**config.mk**
```make
export PLATFORM = sky130hd
export DESIGN_NAME = sensor_stream_frame_deframer
export DESIGN_NICKNAME = d
export VERILOG_FILES = /design/src/rtl/ssfd_pkg.sv /design/src/rtl/ssfd_ram.sv /design/src/rtl/ssfd_front.sv /design/src/rtl/ssfd_queue.sv /design/src/rtl/ssfd_back.sv /design/src/rtl/sensor_stream_frame_deframer.sv
export SDC_FILE = /design/constraint.sdc
export NUM_CORES = 1
export LEC_CHECK = 0
export BUFFER_PORTS_ARGS = -buffer_cell sky130_fd_sc_hd__clkbuf_2
export CAP_MARGIN = 20
export CORE_MARGIN = 5
export CORE_UTILIZATION = 60
export DETAILED_ROUTE_END_ITERATION = 8
export PLACE_DENSITY = 0.85
export SLEW_MARGIN = 20
export SYNTH_ARGS = -nofsm -noshare
export SYNTH_HDL_FRONTEND = slang
export SYNTH_HIERARCHICAL = 1
export SYNTH_SLANG_ARGS = --single-unit
```
**constraint.sdc**
```tcl
create_clock -name i_clk -period 4.4 [get_ports i_clk]
set_input_delay 0.88 -clock i_clk [delete_from_list [all_inputs] [get_ports i_clk]]
set_output_delay 0.88 -clock i_clk [all_outputs]
set_load 0.05 [all_outputs]
```
**src/rtl/ssfd_pkg.sv**
```systemverilog
// Shared types and constants for the sensor stream frame deframer.
// No dependencies; every other rtl file but ssfd_ram uses it by scoped names.
package ssfd_pkg;

    localparam int MAX_PAYLOAD = 64;
    localparam int IDX_W       = $clog2(MAX_PAYLOAD);
    localparam int CNT_W       = $clog2(MAX_PAYLOAD + 1);
    localparam int BANKS       = 2;
    localparam int RAM_DEPTH   = BANKS * MAX_PAYLOAD;
    localparam int RAM_AW      = $clog2(RAM_DEPTH);

    localparam logic [7:0]       SYNC_RESET = 8'd19;
    localparam logic [7:0]       ID_RESET   = 8'd6;
    localparam logic [CNT_W-1:0] LEN_RESET  = CNT_W'(52);

    localparam logic [1:0] CFG_SYNC = 2'd0;
    localparam logic [1:0] CFG_ID   = 2'd1;
    localparam logic [1:0] CFG_LEN  = 2'd2;

    typedef enum logic [2:0] {
        F_HUNT,
        F_LEN,
        F_ID,
        F_DATA,
        F_SUM
    } t_fphase;

    typedef enum logic [1:0] {
        B_IDLE,
        B_FETCH,
        B_CAP,
        B_OUT
    } t_bstate;

    typedef struct packed {
        logic             err;
        logic             bank;
        logic [IDX_W-1:0] last_idx;
    } t_cmd;

endpackage

```
**src/rtl/ssfd_ram.sv**
```systemverilog
// Generic single-write, single-read RAM with registered read data.
// No dependencies.
module ssfd_ram #(
    parameter int WIDTH = 8,
    parameter int DEPTH = 128
) (
    input  logic                     i_clk,
    input  logic                     i_we,
    input  logic [$clog2(DEPTH)-1:0] i_waddr,
    input  logic [WIDTH-1:0]         i_wdata,
    input  logic                     i_re,
    input  logic [$clog2(DEPTH)-1:0] i_raddr,
    output logic [WIDTH-1:0]         o_rdata
);

    logic [WIDTH-1:0] r_mem [DEPTH];
    logic [WIDTH-1:0] r_rdata;

    always_ff @(posedge i_clk) begin
        if (i_we) begin
            r_mem[i_waddr] <= i_wdata;
        end
        if (i_re) begin
            r_rdata <= r_mem[i_raddr];
        end
    end

    assign o_rdata = r_rdata;

endmodule

```
**src/rtl/ssfd_front.sv**
```systemverilog
// Front end: configuration registers, frame hunt and header checks, payload write
// and checksum. Pushes one command per checksum beat. Uses ssfd_pkg.
module ssfd_front (
    input  logic                       i_clk,
    input  logic                       i_rst_n,
    input  logic                       i_cfg_we,
    input  logic [1:0]                 i_cfg_idx,
    input  logic [7:0]                 i_cfg_data,
    input  logic                       i_rx_valid,
    output logic                       o_rx_ready,
    input  logic [7:0]                 i_rx_byte,
    output logic                       o_we,
    output logic [ssfd_pkg::RAM_AW-1:0] o_waddr,
    output logic [7:0]                 o_wdata,
    output logic                       o_push,
    output ssfd_pkg::t_cmd             o_cmd,
    input  logic                       i_q_full,
    input  logic                       i_release
);

    localparam int CW = ssfd_pkg::CNT_W;
    localparam int IW = ssfd_pkg::IDX_W;

    logic [7:0]    r_sync;
    logic [7:0]    r_id;
    logic [CW-1:0] r_plen;

    ssfd_pkg::t_fphase r_phase, n_phase;
    logic [CW-1:0] r_cnt, n_cnt;
    logic [7:0]    r_sum, n_sum;
    logic          r_bank, n_bank;
    logic [1:0]    r_busy, n_busy;

    logic [CW-1:0] len;
    logic [7:0]    len_p1;
    logic [7:0]    sum_b;
    logic [CW-1:0] cnt_inc;
    logic          accept;
    logic          push_good;

    always_ff @(posedge i_clk) begin
        if (!i_rst_n) begin
            r_sync <= ssfd_pkg::SYNC_RESET;
            r_id   <= ssfd_pkg::ID_RESET;
            r_plen <= ssfd_pkg::LEN_RESET;
        end else if (i_cfg_we) begin
            case (i_cfg_idx)
                ssfd_pkg::CFG_SYNC: r_sync <= i_cfg_data;
                ssfd_pkg::CFG_ID:   r_id   <= i_cfg_data;
                ssfd_pkg::CFG_LEN:  r_plen <= i_cfg_data[CW-1:0];
                default: ;
            endcase
        end
    end

    always_ff @(posedge i_clk) begin
        if (!i_rst_n) begin
            r_phase <= ssfd_pkg::F_HUNT;
            r_cnt   <= '0;
            r_sum   <= '0;
            r_bank  <= 1'b0;
            r_busy  <= '0;
        end else begin
            r_phase <= n_phase;
            r_cnt   <= n_cnt;
            r_sum   <= n_sum;
            r_bank  <= n_bank;
            r_busy  <= n_busy;
        end
    end

    always_comb begin
        if (r_plen == '0) begin
            len = CW'(1);
        end else if (r_plen > CW'(ssfd_pkg::MAX_PAYLOAD)) begin
            len = CW'(ssfd_pkg::MAX_PAYLOAD);
        end else begin
            len = r_plen;
        end
    end

    assign len_p1  = 8'(len) + 8'd1;
    assign sum_b   = r_sum + i_rx_byte;
    assign cnt_inc = (r_cnt < CW'(ssfd_pkg::MAX_PAYLOAD)) ? r_cnt + CW'(1) : r_cnt;

    always_comb begin
        o_rx_ready = 1'b1;
        if (r_phase == ssfd_pkg::F_DATA && r_busy == 2'd2) begin
            o_rx_ready = 1'b0;
        end
        if (r_phase == ssfd_pkg::F_SUM && i_q_full) begin
            o_rx_ready = 1'b0;
        end
    end

    assign accept = i_rx_valid && o_rx_ready;

    always_comb begin
        n_phase      = r_phase;
        n_cnt        = r_cnt;
        n_sum        = r_sum;
        n_bank       = r_bank;
        o_we         = 1'b0;
        o_waddr      = {r_bank, r_cnt[IW-1:0]};
        o_wdata      = i_rx_byte;
        o_push       = 1'b0;
        o_cmd.err    = (sum_b != 8'd0);
        o_cmd.bank   = r_bank;
        o_cmd.last_idx = IW'(r_cnt - CW'(1));
        push_good    = 1'b0;
        if (accept) begin
            unique case (r_phase)
                ssfd_pkg::F_HUNT: begin
                    if (i_rx_byte == r_sync) begin
                        n_sum   = i_rx_byte;
                        n_cnt   = '0;
                        n_phase = ssfd_pkg::F_LEN;
                    end
                end
                ssfd_pkg::F_LEN: begin
                    if (i_rx_byte == len_p1) begin
                        n_sum   = sum_b;
                        n_phase = ssfd_pkg::F_ID;
                    end else begin
                        n_phase = ssfd_pkg::F_HUNT;
                    end
                end
                ssfd_pkg::F_ID: begin
                    if (i_rx_byte == r_id) begin
                        n_sum   = sum_b;
                        n_cnt   = '0;
                        n_phase = ssfd_pkg::F_DATA;
                    end else begin
                        n_phase = ssfd_pkg::F_HUNT;
                    end
                end
                ssfd_pkg::F_DATA: begin
                    o_we  = (r_cnt < CW'(ssfd_pkg::MAX_PAYLOAD));
                    n_cnt = cnt_inc;
                    n_sum = sum_b;
                    if (cnt_inc >= len) begin
                        n_phase = ssfd_pkg::F_SUM;
                    end
                end
                ssfd_pkg::F_SUM: begin
                    n_sum     = sum_b;
                    o_push    = 1'b1;
                    push_good = (sum_b == 8'd0);
                    n_phase   = ssfd_pkg::F_HUNT;
                end
                default: n_phase = ssfd_pkg::F_HUNT;
            endcase
        end
        if (push_good) begin
            n_bank = ~r_bank;
        end
        n_busy = r_busy + 2'(push_good) - 2'(i_release);
    end

endmodule

```
**src/rtl/ssfd_queue.sv**
```systemverilog
// Two-entry command queue between front and back ends.
// Uses ssfd_pkg for the command type.
module ssfd_queue (
    input  logic           i_clk,
    input  logic           i_rst_n,
    input  logic           i_push,
    input  ssfd_pkg::t_cmd i_cmd,
    output logic           o_full,
    input  logic           i_pop,
    output logic           o_empty,
    output ssfd_pkg::t_cmd o_cmd
);

    ssfd_pkg::t_cmd r_mem [2];
    logic       r_wp, r_rp;
    logic [1:0] r_cnt;

    assign o_full  = (r_cnt == 2'd2);
    assign o_empty = (r_cnt == 2'd0);
    assign o_cmd   = r_mem[r_rp];

    always_ff @(posedge i_clk) begin
        if (i_push) begin
            r_mem[r_wp] <= i_cmd;
        end
    end

    always_ff @(posedge i_clk) begin
        if (!i_rst_n) begin
            r_wp  <= 1'b0;
            r_rp  <= 1'b0;
            r_cnt <= '0;
        end else begin
            if (i_push) begin
                r_wp <= ~r_wp;
            end
            if (i_pop) begin
                r_rp <= ~r_rp;
            end
            r_cnt <= r_cnt + 2'(i_push) - 2'(i_pop);
        end
    end

endmodule

```
**src/rtl/ssfd_back.sv**
```systemverilog
// Back end: pops commands, reads the stored payload and drives the result beats.
// Uses ssfd_pkg.
module ssfd_back (
    input  logic                        i_clk,
    input  logic                        i_rst_n,
    input  logic                        i_q_empty,
    input  ssfd_pkg::t_cmd              i_cmd,
    output logic                        o_pop,
    output logic                        o_re,
    output logic [ssfd_pkg::RAM_AW-1:0] o_raddr,
    input  logic [7:0]                  i_rdata,
    output logic                        o_release,
    output logic                        o_res_valid,
    input  logic                        i_res_ready,
    output logic [7:0]                  o_payload_byte,
    output logic [ssfd_pkg::IDX_W-1:0]  o_byte_index,
    output logic                        o_last,
    output logic                        o_frame_status
);

    localparam int IW = ssfd_pkg::IDX_W;

    ssfd_pkg::t_bstate r_state, n_state;
    ssfd_pkg::t_cmd    r_cmd, n_cmd;
    logic [IW-1:0]     r_idx, n_idx;
    logic [7:0]        r_byte, n_byte;
    logic [IW-1:0]     r_oidx, n_oidx;
    logic              r_last, n_last;
    logic              r_status, n_status;
    logic              beat;

    always_ff @(posedge i_clk) begin
        if (!i_rst_n) begin
            r_state <= ssfd_pkg::B_IDLE;
        end else begin
            r_state <= n_state;
        end
    end

    always_ff @(posedge i_clk) begin
        r_cmd    <= n_cmd;
        r_idx    <= n_idx;
        r_byte   <= n_byte;
        r_oidx   <= n_oidx;
        r_last   <= n_last;
        r_status <= n_status;
    end

    assign beat = (r_state == ssfd_pkg::B_OUT) && i_res_ready;

    always_comb begin
        n_state   = r_state;
        n_cmd     = r_cmd;
        n_idx     = r_idx;
        n_byte    = r_byte;
        n_oidx    = r_oidx;
        n_last    = r_last;
        n_status  = r_status;
        o_pop     = 1'b0;
        o_re      = 1'b0;
        o_raddr   = {r_cmd.bank, r_idx};
        o_release = 1'b0;
        unique case (r_state)
            ssfd_pkg::B_IDLE: begin
                if (!i_q_empty) begin
                    o_pop = 1'b1;
                    n_cmd = i_cmd;
                    n_idx = '0;
                    if (i_cmd.err) begin
                        n_byte   = 8'd0;
                        n_oidx   = '0;
                        n_last   = 1'b1;
                        n_status = 1'b1;
                        n_state  = ssfd_pkg::B_OUT;
                    end else begin
                        n_state = ssfd_pkg::B_FETCH;
                    end
                end
            end
            ssfd_pkg::B_FETCH: begin
                o_re    = 1'b1;
                n_state = ssfd_pkg::B_CAP;
            end
            ssfd_pkg::B_CAP: begin
                n_byte   = i_rdata;
                n_oidx   = r_idx;
                n_last   = (r_idx == r_cmd.last_idx);
                n_status = 1'b0;
                n_state  = ssfd_pkg::B_OUT;
            end
            ssfd_pkg::B_OUT: begin
                if (beat) begin
                    if (r_last) begin
                        o_release = !r_status;
                        n_state   = ssfd_pkg::B_IDLE;
                    end else begin
                        n_idx   = r_idx + IW'(1);
                        n_state = ssfd_pkg::B_FETCH;
                    end
                end
            end
            default: n_state = ssfd_pkg::B_IDLE;
        endcase
    end

    assign o_res_valid    = (r_state == ssfd_pkg::B_OUT);
    assign o_payload_byte = r_byte;
    assign o_byte_index   = r_oidx;
    assign o_last         = r_last;
    assign o_frame_status = r_status;

endmodule

```
**src/rtl/sensor_stream_frame_deframer.sv**
```systemverilog
// Top level of the sensor stream frame deframer: front end, command queue, back end
// and a two-bank payload RAM. Uses ssfd_pkg and all ssfd_* modules.
//
// One received byte is taken per cycle as long as the front end is not held: it
// stalls on a payload byte while both payload banks still await readout, and on the
// checksum byte while the two-entry command queue is full. A verified frame of N
// bytes is released as N result beats: the first follows the queue pop through the
// states pop, RAM read, capture and output register, and each further beat follows
// the taking of the previous one through index step with RAM read, capture and
// output register; a checksum failure gives one beat, presented on the cycle after
// the pop.
// Writing the next frame into the second bank overlaps readout of the previous one,
// so input and output sides stall independently.
module sensor_stream_frame_deframer (
    input  logic                       i_clk,
    input  logic                       i_rst_n,
    input  logic                       i_cfg_we,
    input  logic [1:0]                 i_cfg_idx,
    input  logic [7:0]                 i_cfg_data,
    input  logic                       i_rx_valid,
    output logic                       o_rx_ready,
    input  logic [7:0]                 i_rx_byte,
    output logic                       o_res_valid,
    input  logic                       i_res_ready,
    output logic [7:0]                 o_payload_byte,
    output logic [ssfd_pkg::IDX_W-1:0] o_byte_index,
    output logic                       o_last,
    output logic                       o_frame_status
);

    logic                        we;
    logic [ssfd_pkg::RAM_AW-1:0] waddr;
    logic [7:0]                  wdata;
    logic                        re;
    logic [ssfd_pkg::RAM_AW-1:0] raddr;
    logic [7:0]                  rdata;
    logic                        push, pop, q_full, q_empty, release_bank;
    ssfd_pkg::t_cmd              push_cmd, head_cmd;

    ssfd_front u_front (
        .i_clk      (i_clk),
        .i_rst_n    (i_rst_n),
        .i_cfg_we   (i_cfg_we),
        .i_cfg_idx  (i_cfg_idx),
        .i_cfg_data (i_cfg_data),
        .i_rx_valid (i_rx_valid),
        .o_rx_ready (o_rx_ready),
        .i_rx_byte  (i_rx_byte),
        .o_we       (we),
        .o_waddr    (waddr),
        .o_wdata    (wdata),
        .o_push     (push),
        .o_cmd      (push_cmd),
        .i_q_full   (q_full),
        .i_release  (release_bank)
    );

    ssfd_queue u_queue (
        .i_clk   (i_clk),
        .i_rst_n (i_rst_n),
        .i_push  (push),
        .i_cmd   (push_cmd),
        .o_full  (q_full),
        .i_pop   (pop),
        .o_empty (q_empty),
        .o_cmd   (head_cmd)
    );

    ssfd_ram #(
        .WIDTH (8),
        .DEPTH (ssfd_pkg::RAM_DEPTH)
    ) u_ram (
        .i_clk   (i_clk),
        .i_we    (we),
        .i_waddr (waddr),
        .i_wdata (wdata),
        .i_re    (re),
        .i_raddr (raddr),
        .o_rdata (rdata)
    );

    ssfd_back u_back (
        .i_clk          (i_clk),
        .i_rst_n        (i_rst_n),
        .i_q_empty      (q_empty),
        .i_cmd          (head_cmd),
        .o_pop          (pop),
        .o_re           (re),
        .o_raddr        (raddr),
        .i_rdata        (rdata),
        .o_release      (release_bank),
        .o_res_valid    (o_res_valid),
        .i_res_ready    (i_res_ready),
        .o_payload_byte (o_payload_byte),
        .o_byte_index   (o_byte_index),
        .o_last         (o_last),
        .o_frame_status (o_frame_status)
    );

endmodule

```
==> results.txt, run 1 <==
Mapped Nets: 2227
Area delta synth->final: 11.1%
Max-cap violations: 0
Share of the synthesized area in the top cell type: 0.714
Clock buffer depth: 3
Cell Pwr Density: 417 mW/mm²
Footprint of the multi-input gates: 0.0112 mm²
CP Class: register to register
Vias in the first global route: 23904
Antenna diode count: 0
Placed insts: 3155
Skew-Pair Late Insertion Delay: 0.68 ns
Die Wd: 285 µm
CORE AREA: 0.0747 mm²
Gr usage total: 0.276
Largest net degree at the start of global routing: 88
Initial antenna violation count: 3
Syn Inst Count: 2175
Critical-path top delay cell: mux4_2
Fmax: 279 MHz
# IOs: 41
Critical path required time: 4.83 ns
Hold Path Stages: 3
Relative slew slack: 0.252
Worst path cell trace: buf_12 -> buf_12 -> mux4_2 -> mux4_2 -> mux4_2 -> mux2_2
Cell leakage power: 16.5 nW
Vias: 23559
Netlist Area Pre-Place: 0.0453 mm²
Detailed Routing Iterations Pass 1: 5
Share of cells above drive strength 1: 0.274
Inserted Clock Buffers: 105
Seq/Total Area, Yosys: 0.737
Final Hold Viols: 0
Status: finished, final reports clean
Final worst-path cycle share: 0.815
Top post-synthesis cells by area: edfxtp_1 71%, mux4_2 17%, dfxtp_1 2.3%, nor2_1 1.3%, ha_1 0.77%
Startpoint type of the worst setup path: register
Ys Warns: 6
Worst r2r path cells: 6
Cts-stage hold buffer count: 0
Finished Layout Cells: 3346
Critical Path Max Stage Delay: 0.61 ns
FF/Latch Area: 0.0334 mm²
Peak VDD IR: 0.315 mV
Number of flops mapped to enable cells by yosys: 1077
DP Area: 0.0470 mm²
RSZ-0062 raised after global routing: no
CTS root buf: clkbuf_16
Most common cell after layout, fill and taps aside: edfxtp_1
H-tree depth: 3
Crit-path max FO: 52
Slew Viols, Final: 0
Routed WL per cell: 33.2 µm
Dpl hpwl: 62.3 mm
Initial core utilization: 0.606
Design area: 0.0503 mm²
First-pass GRT wire length: 165 mm
CTS tree: done
Via density: 7.04
Hold Path Class: input port to register
Critical path arrival: 4.01 ns
Total grt overflow: 0
GPL Wtd Cong: 0.869
Largest area contributor in the netlist: edfxtp_1
Main synth FF type: edfxtp_1
Min Tclk post-route: 3.58 ns
Fin Clk Skew: 0.0310 ns
Post-CTS setup buffers: 0
Yosys cell types: 71
CTS clock-pin slew for the worst setup and hold paths: 0.06 ns
Worst Tran Pin Value: 1.12 ns
Die Y: 285 µm
Mean Syn Cell Area: 20.8 µm²
CP dominant cell by count: mux4_2
Drt total wl: 111 mm
Post-CTS Resized: 0
Total power: 20.9 mW
Clock sink total: 1128
Die area: 0.0811 mm²
Cell row count: 100
Most frequent cells in the layout: 1077 x edfxtp_1, 336 x mux4_2, 162 x nor2_1, 108 x clkbuf_16, 96 x buf_4
Final setup vio count: 0
Crit path capture type: register
Asr flop ratio synth: 0
PortBufs: 40
DRC: 0
Setup tns final: 0 ns
Starting DRC count in detailed routing: 3686
#FFs+latches synth: 1128
Layout fillers: 4193
# nets final: 2345
Routed Antenna Nets: 0
[synthesized netlist by cell type (20+ instances only)]
library cell	instances
edfxtp_1	1077
mux4_2	336
nor2_1	162
clkbuf_1	60
dfxtp_1	51
nand2_1	51
buf_4	28
ha_1	28
mux2i_1	27
xor2_1	27
inv_1	25
nand3_1	24
nor2b_1	21
xnor2_1	21
a21oi_1	20
nor3_1	20
[layout make-up]
cell class | count | area share
repair buffers | 139 | 0.0219
flip-flops and latches | 1128 | 0.663
multi-input cells | 893 | 0.223
clock buffers | 139 | 0.0564
inverters | 26 | 0.00194
clock inverters | 52 | 0.00970
well taps | 969 | 0.0241
[critical path, delay by kind of cell (launching register included)]
family / cells / cell delay [ns]
buffers and inverters: 2 / 0.66
DFF: 1 / 0.56
muxes: 4 / 2.04
[cell families after synthesis]
family                   count (synthesis)  share of synthesized area
AO/OA/AOI/OAI                           84                     0.0140
XOR/XNOR                                51                     0.0108
adder cells (fa/ha/maj)                 29                    0.00818
buffers and inverters                  154                     0.0161
flip-flops                            1128                      0.737
multiplexers                           383                      0.178
AND/OR/NAND/NOR                        346                     0.0360
[worst paths after layout]
| path | startpoint | endpoint | slack, ns |
|---|---|---|---|
| worst max-delay path | u_back/r_idx[0]$_SDFFCE_PP0P_ | u_ram/o_rdata[0]$_DFFE_PP_ | 0.82 |
| worst min-delay path | i_cfg_data[7] | u_front/r_id[7]$_SDFFE_PN0P_ | 0.49 |
| worst max register to register | u_back/r_idx[0]$_SDFFCE_PP0P_ | u_ram/o_rdata[0]$_DFFE_PP_ | 0.82 |
| worst min register to register | u_front/r_id[2]$_SDFFE_PN1P_ | u_front/r_id[2]$_SDFFE_PN1P_ | 0.51 |
[sequential cells by signal, indices dropped and copies added, names as in the netlist, named ones only]
signal                 flops
u_queue/r_cnt              2
u_back/r_cmd               6
u_front/r_phase            3
u_back/r_state             2
u_front/r_sync             8
u_back/o_raddr             1
u_back/r_idx               6
u_queue/r_wp               1
u_queue/r_mem             16
u_queue/r_rp               1
u_front/r_id               8
u_front/r_sum              8
u_back/o_frame_status      1
u_back/o_payload_byte      8
u_ram/o_rdata              8
u_ram/r_mem             1024
u_front/r_plen             7
u_front/r_cnt              7
u_back/o_last              1
u_back/o_byte_index        6
u_front/r_bank             1
u_front/r_busy             2
[routing by layer]
metal  up-vias  share of wire  track usage  wire, µm
met5         -        0.00020            0        22
met4         4          0.047        0.105      5190
met3       300           0.10       0.0510     11600
met2      1889           0.50        0.455     55600
met1     12217           0.35        0.376     38800
li1       9149              -            -         -
[metrics by stage]
stage | util | hold WS [ns] | setup slack [ns]
2_1_floorplan | - | 0.462 | 1.07
3_3_place_gp | 0.629 | 0.475 | 0.649
3_5_place_dp | 0.629 | 0.487 | 0.656
4_1_cts | 0.673 | 0.462 | 0.827
5_1_grt | 0.673 | 0.481 | 0.652
6_report | 0.673 | 0.489 | 0.816
[report_power, final]
group	switching [mW]	total, mW	internal [mW]
registers	0.00933	11.8	11.7
clock network	3.93	8.89	4.96
logic	0.240	0.304	0.0640
total	4.18	20.9	16.8
Note: power is estimated with default switching activity, not from simulation.
==> inputs of run 2 (changes only) <==
--- a/config.mk
+++ b/config.mk
@@ -8,7 +8,7 @@
 export BUFFER_PORTS_ARGS = -buffer_cell sky130_fd_sc_hd__clkbuf_2
 export CAP_MARGIN = 20
 export CORE_MARGIN = 5
-export CORE_UTILIZATION = 60
+export CORE_UTILIZATION = 57
 export DETAILED_ROUTE_END_ITERATION = 8
 export PLACE_DENSITY = 0.85
 export SLEW_MARGIN = 20
==> constraint.sdc (replaced) <==
create_clock -name i_clk -period 2.9 [get_ports i_clk]
set_input_delay 0.58 -clock i_clk [delete_from_list [all_inputs] [get_ports i_clk]]
set_output_delay 0.58 -clock i_clk [all_outputs]
set_load 0.05 [all_outputs]
==> results.txt, run 2 (same netlist as run 1, synthesis figures left out) <==
Status: complete, but fails checks
Failing checks: setup timing
Die Y: 292 µm (+2.5%)
Die area: 0.0852 mm² (+5.1%)
PnR worst setup slack: -0.286 ns (-1.10 ns)
Vias: 24550 (+4.2%)
Inserted Clock Buffers: 104 (-0.95%)
Placed insts: 3343 (+6.0%)
CP dominant cell by count: mux4_2
Gr usage total: 0.274 (-0.00185)
Hold Path Class: input port to register
Most frequent cells in the layout: 1077 x edfxtp_1, 336 x mux4_2, 188 x buf_4, 120 x nor2_1, 119 x clkbuf_16
Total power: 32.4 mW (+55%)
Finished Layout Cells: 3567 (+6.6%)
Worst r2r src: u_back/r_idx[0]$_SDFFCE_PP0P_
Hold wc startpoint: i_cfg_data[2]
Vias in the first global route: 24628 (+3.0%)
Die Wd: 292 µm (+2.5%)
Cell leakage power: 17.6 nW (+6.7%)
Routed WL per cell: 34.1 µm (+2.4%)
Final worst-path cycle share: 1.10 (+0.284)
Critical-path top delay cell: mux4_2
Worst Tran Pin Value: 1.17 ns (+0.0496 ns)
Drt total wl: 121 mm (+9.2%)
Largest registers: u_ram/r_mem (1024), u_queue/r_mem (16)
Cell row count: 103 (+3.0%)
DRC: 0 (unchanged)
Detailed Routing Iterations Pass 1: 6 (+1)
Max FFs per register: 1024 (unchanged)
Initial antenna violation count: 5 (+2)
Relative slew slack: 0.219 (-0.0331)
Critical path required time: 3.33 ns (-1.50 ns)
Cell Pwr Density: 616 mW/mm² (+48%)
PortBufs: 40 (unchanged)
# IOs: 41 (unchanged)
Min Tclk post-route: 3.19 ns (-0.398 ns)
Skew-Pair Late Insertion Delay: 0.70 ns (+0.02 ns)
Hold Path Stages: 3 (unchanged)
Clock buffer depth: 3 (unchanged)
FF/Latch Area: 0.0334 mm² (about the same)
CP Class: register to register
Worst path cell trace: buf_8 -> clkbuf_16 -> buf_4 -> mux4_2 -> mux4_2 -> mux4_2 -> mux2_2
Final setup vio count: 8 (+8)
R2R setup slack: -0.29 ns (-1.10 ns)
Share of cells above drive strength 1: 0.342 (+0.0675)
Peak VDD IR: 0.478 mV (+52%)
Critical Path Max Stage Delay: 0.56 ns (-0.05 ns)
Dpl hpwl: 66.2 mm (+6.2%)
Most common cell after layout, fill and taps aside: edfxtp_1
Largest net degree at the start of global routing: 93 (+5.7%)
Routed Antenna Nets: 0 (unchanged)
Setup tns final: -2.18 ns (-2.18 ns)
Worst r2r path cells: 7 (+1)
CTS clock-pin slew for the worst setup and hold paths: 0.07 ns (about the same)
Total grt overflow: 0 (unchanged)
CTS tree: done
DP Area: 0.0484 mm² (+3.0%)
Top reg by flops: u_ram/r_mem
GPL Wtd Cong: 0.882 (+1.4%)
# nets final: 2481 (+5.8%)
Fmax: 314 MHz (+12%)
WHS: 0.197 ns (-0.292 ns)
Design area: 0.0527 mm² (+4.7%)
Initial core utilization: 0.574 (-0.0321)
Area delta synth->final: 16.3%
Reg-to-Reg End: u_ram/o_rdata[0]$_DFFE_PP_
CORE AREA: 0.0789 mm² (+5.6%)
Via density: 6.88 (-2.2%)
Fin Clk Skew: 0.0384 ns (+0.00739 ns)
Final Hold Viols: 0 (unchanged)
Layout fillers: 4580 (+9.2%)
Critical path arrival: 3.62 ns (-0.39 ns)
CTS root buf: clkbuf_16
Crit path capture type: register
Max-cap violations: 0 (unchanged)
RSZ-0062 raised after global routing: yes
Starting DRC count in detailed routing: 3968 (+7.7%)
Worst hold endpoint: u_front/r_plen[2]$_SDFFE_PN1P_
Crit-path max FO: 6 (-88%)
First-pass GRT wire length: 172 mm (+4.0%)
Slew Viols, Final: 0 (unchanged)
H-tree depth: 3 (unchanged)
Footprint of the multi-input gates: 0.0116 mm² (+3.5%)
Clock sink total: 1128 (unchanged)
Startpoint type of the worst setup path: register
[run 2: where the power goes]
| group | internal [mW] | total (mW) | switching (mW) |
|---|---|---|---|
| Sequential | 17.8 | 17.8 | 0.00972 |
| Combinational | 0.117 | 0.503 | 0.386 |
| Clock | 7.85 | 14.1 | 6.26 |
| Total | 25.8 | 32.4 | 6.65 |
[run 2: worst max-delay path, delay by kind of cell (launching register included)]
family   cells  cell delay, ns
flops        1            0.39
mux          4            1.95
buf+inv      3            0.59
[run 2: area by class of cell]
class	instances	area share
Inverter	26	0.00185
Multi-Input combinational cell	893	0.220
Tap cell	1050	0.0249
Sequential cell	1128	0.634
Clock buffer	129	0.0528
Timing Repair Buffer	276	0.0535
Clock inverter	64	0.0133
Antenna cell	1	0.0000475
[run 2: worst max-delay path by stage]
stage	start	to	slack, ns	cells after the start
6_report	u_back/r_idx[0]$_SDFFCE_PP0P_	u_ram/o_rdata[0]$_DFFE_PP_	-0.29	7
5_1_grt	u_back/r_idx[0]$_SDFFCE_PP0P_	u_ram/o_rdata[6]$_DFFE_PP_	-0.31	7
4_1_cts	u_back/r_idx[0]$_SDFFCE_PP0P_	u_ram/o_rdata[5]$_DFFE_PP_	-0.22	8
3_5_place_dp	i_rx_byte[0]	u_front/r_busy[1]$_SDFF_PN0_	-0.30	13
3_3_place_gp	i_rx_byte[0]	u_front/r_busy[1]$_SDFF_PN0_	-0.29	14
2_1_floorplan	u_front/r_phase[1]$_SDFFE_PN0P_	u_ram/r_mem[102][0]$_DFFE_PP_	-0.14	9
[run 2: per-layer routing]
layer,routed length (µm),vias up,track usage
met1,40200,12687,0.363
li1,-,9457,-
met4,6330,2,0.106
met3,13100,366,0.0509
met2,61900,2038,0.462
met5,12,-,0
[run 2: metrics by stage]
step / worst slack [ns] / utilization
2_1_floorplan: -0.143 / -
3_5_place_dp: -0.299 / 0.613
3_3_place_gp: -0.289 / 0.613
6_report: -0.286 / 0.668
5_1_grt: -0.311 / 0.668
4_1_cts: -0.224 / 0.662
[run 2: what timing repair did]
action | CTS | global route
buffers inserted | 5 | 8
pin swaps | 0 | 12
hold buffers | 0 | 0
setup endpoints to repair | 13 | 33
hold endpoints to repair | 0 | 0
cloned | 6 | 13
gates resized for setup | 24 | 25
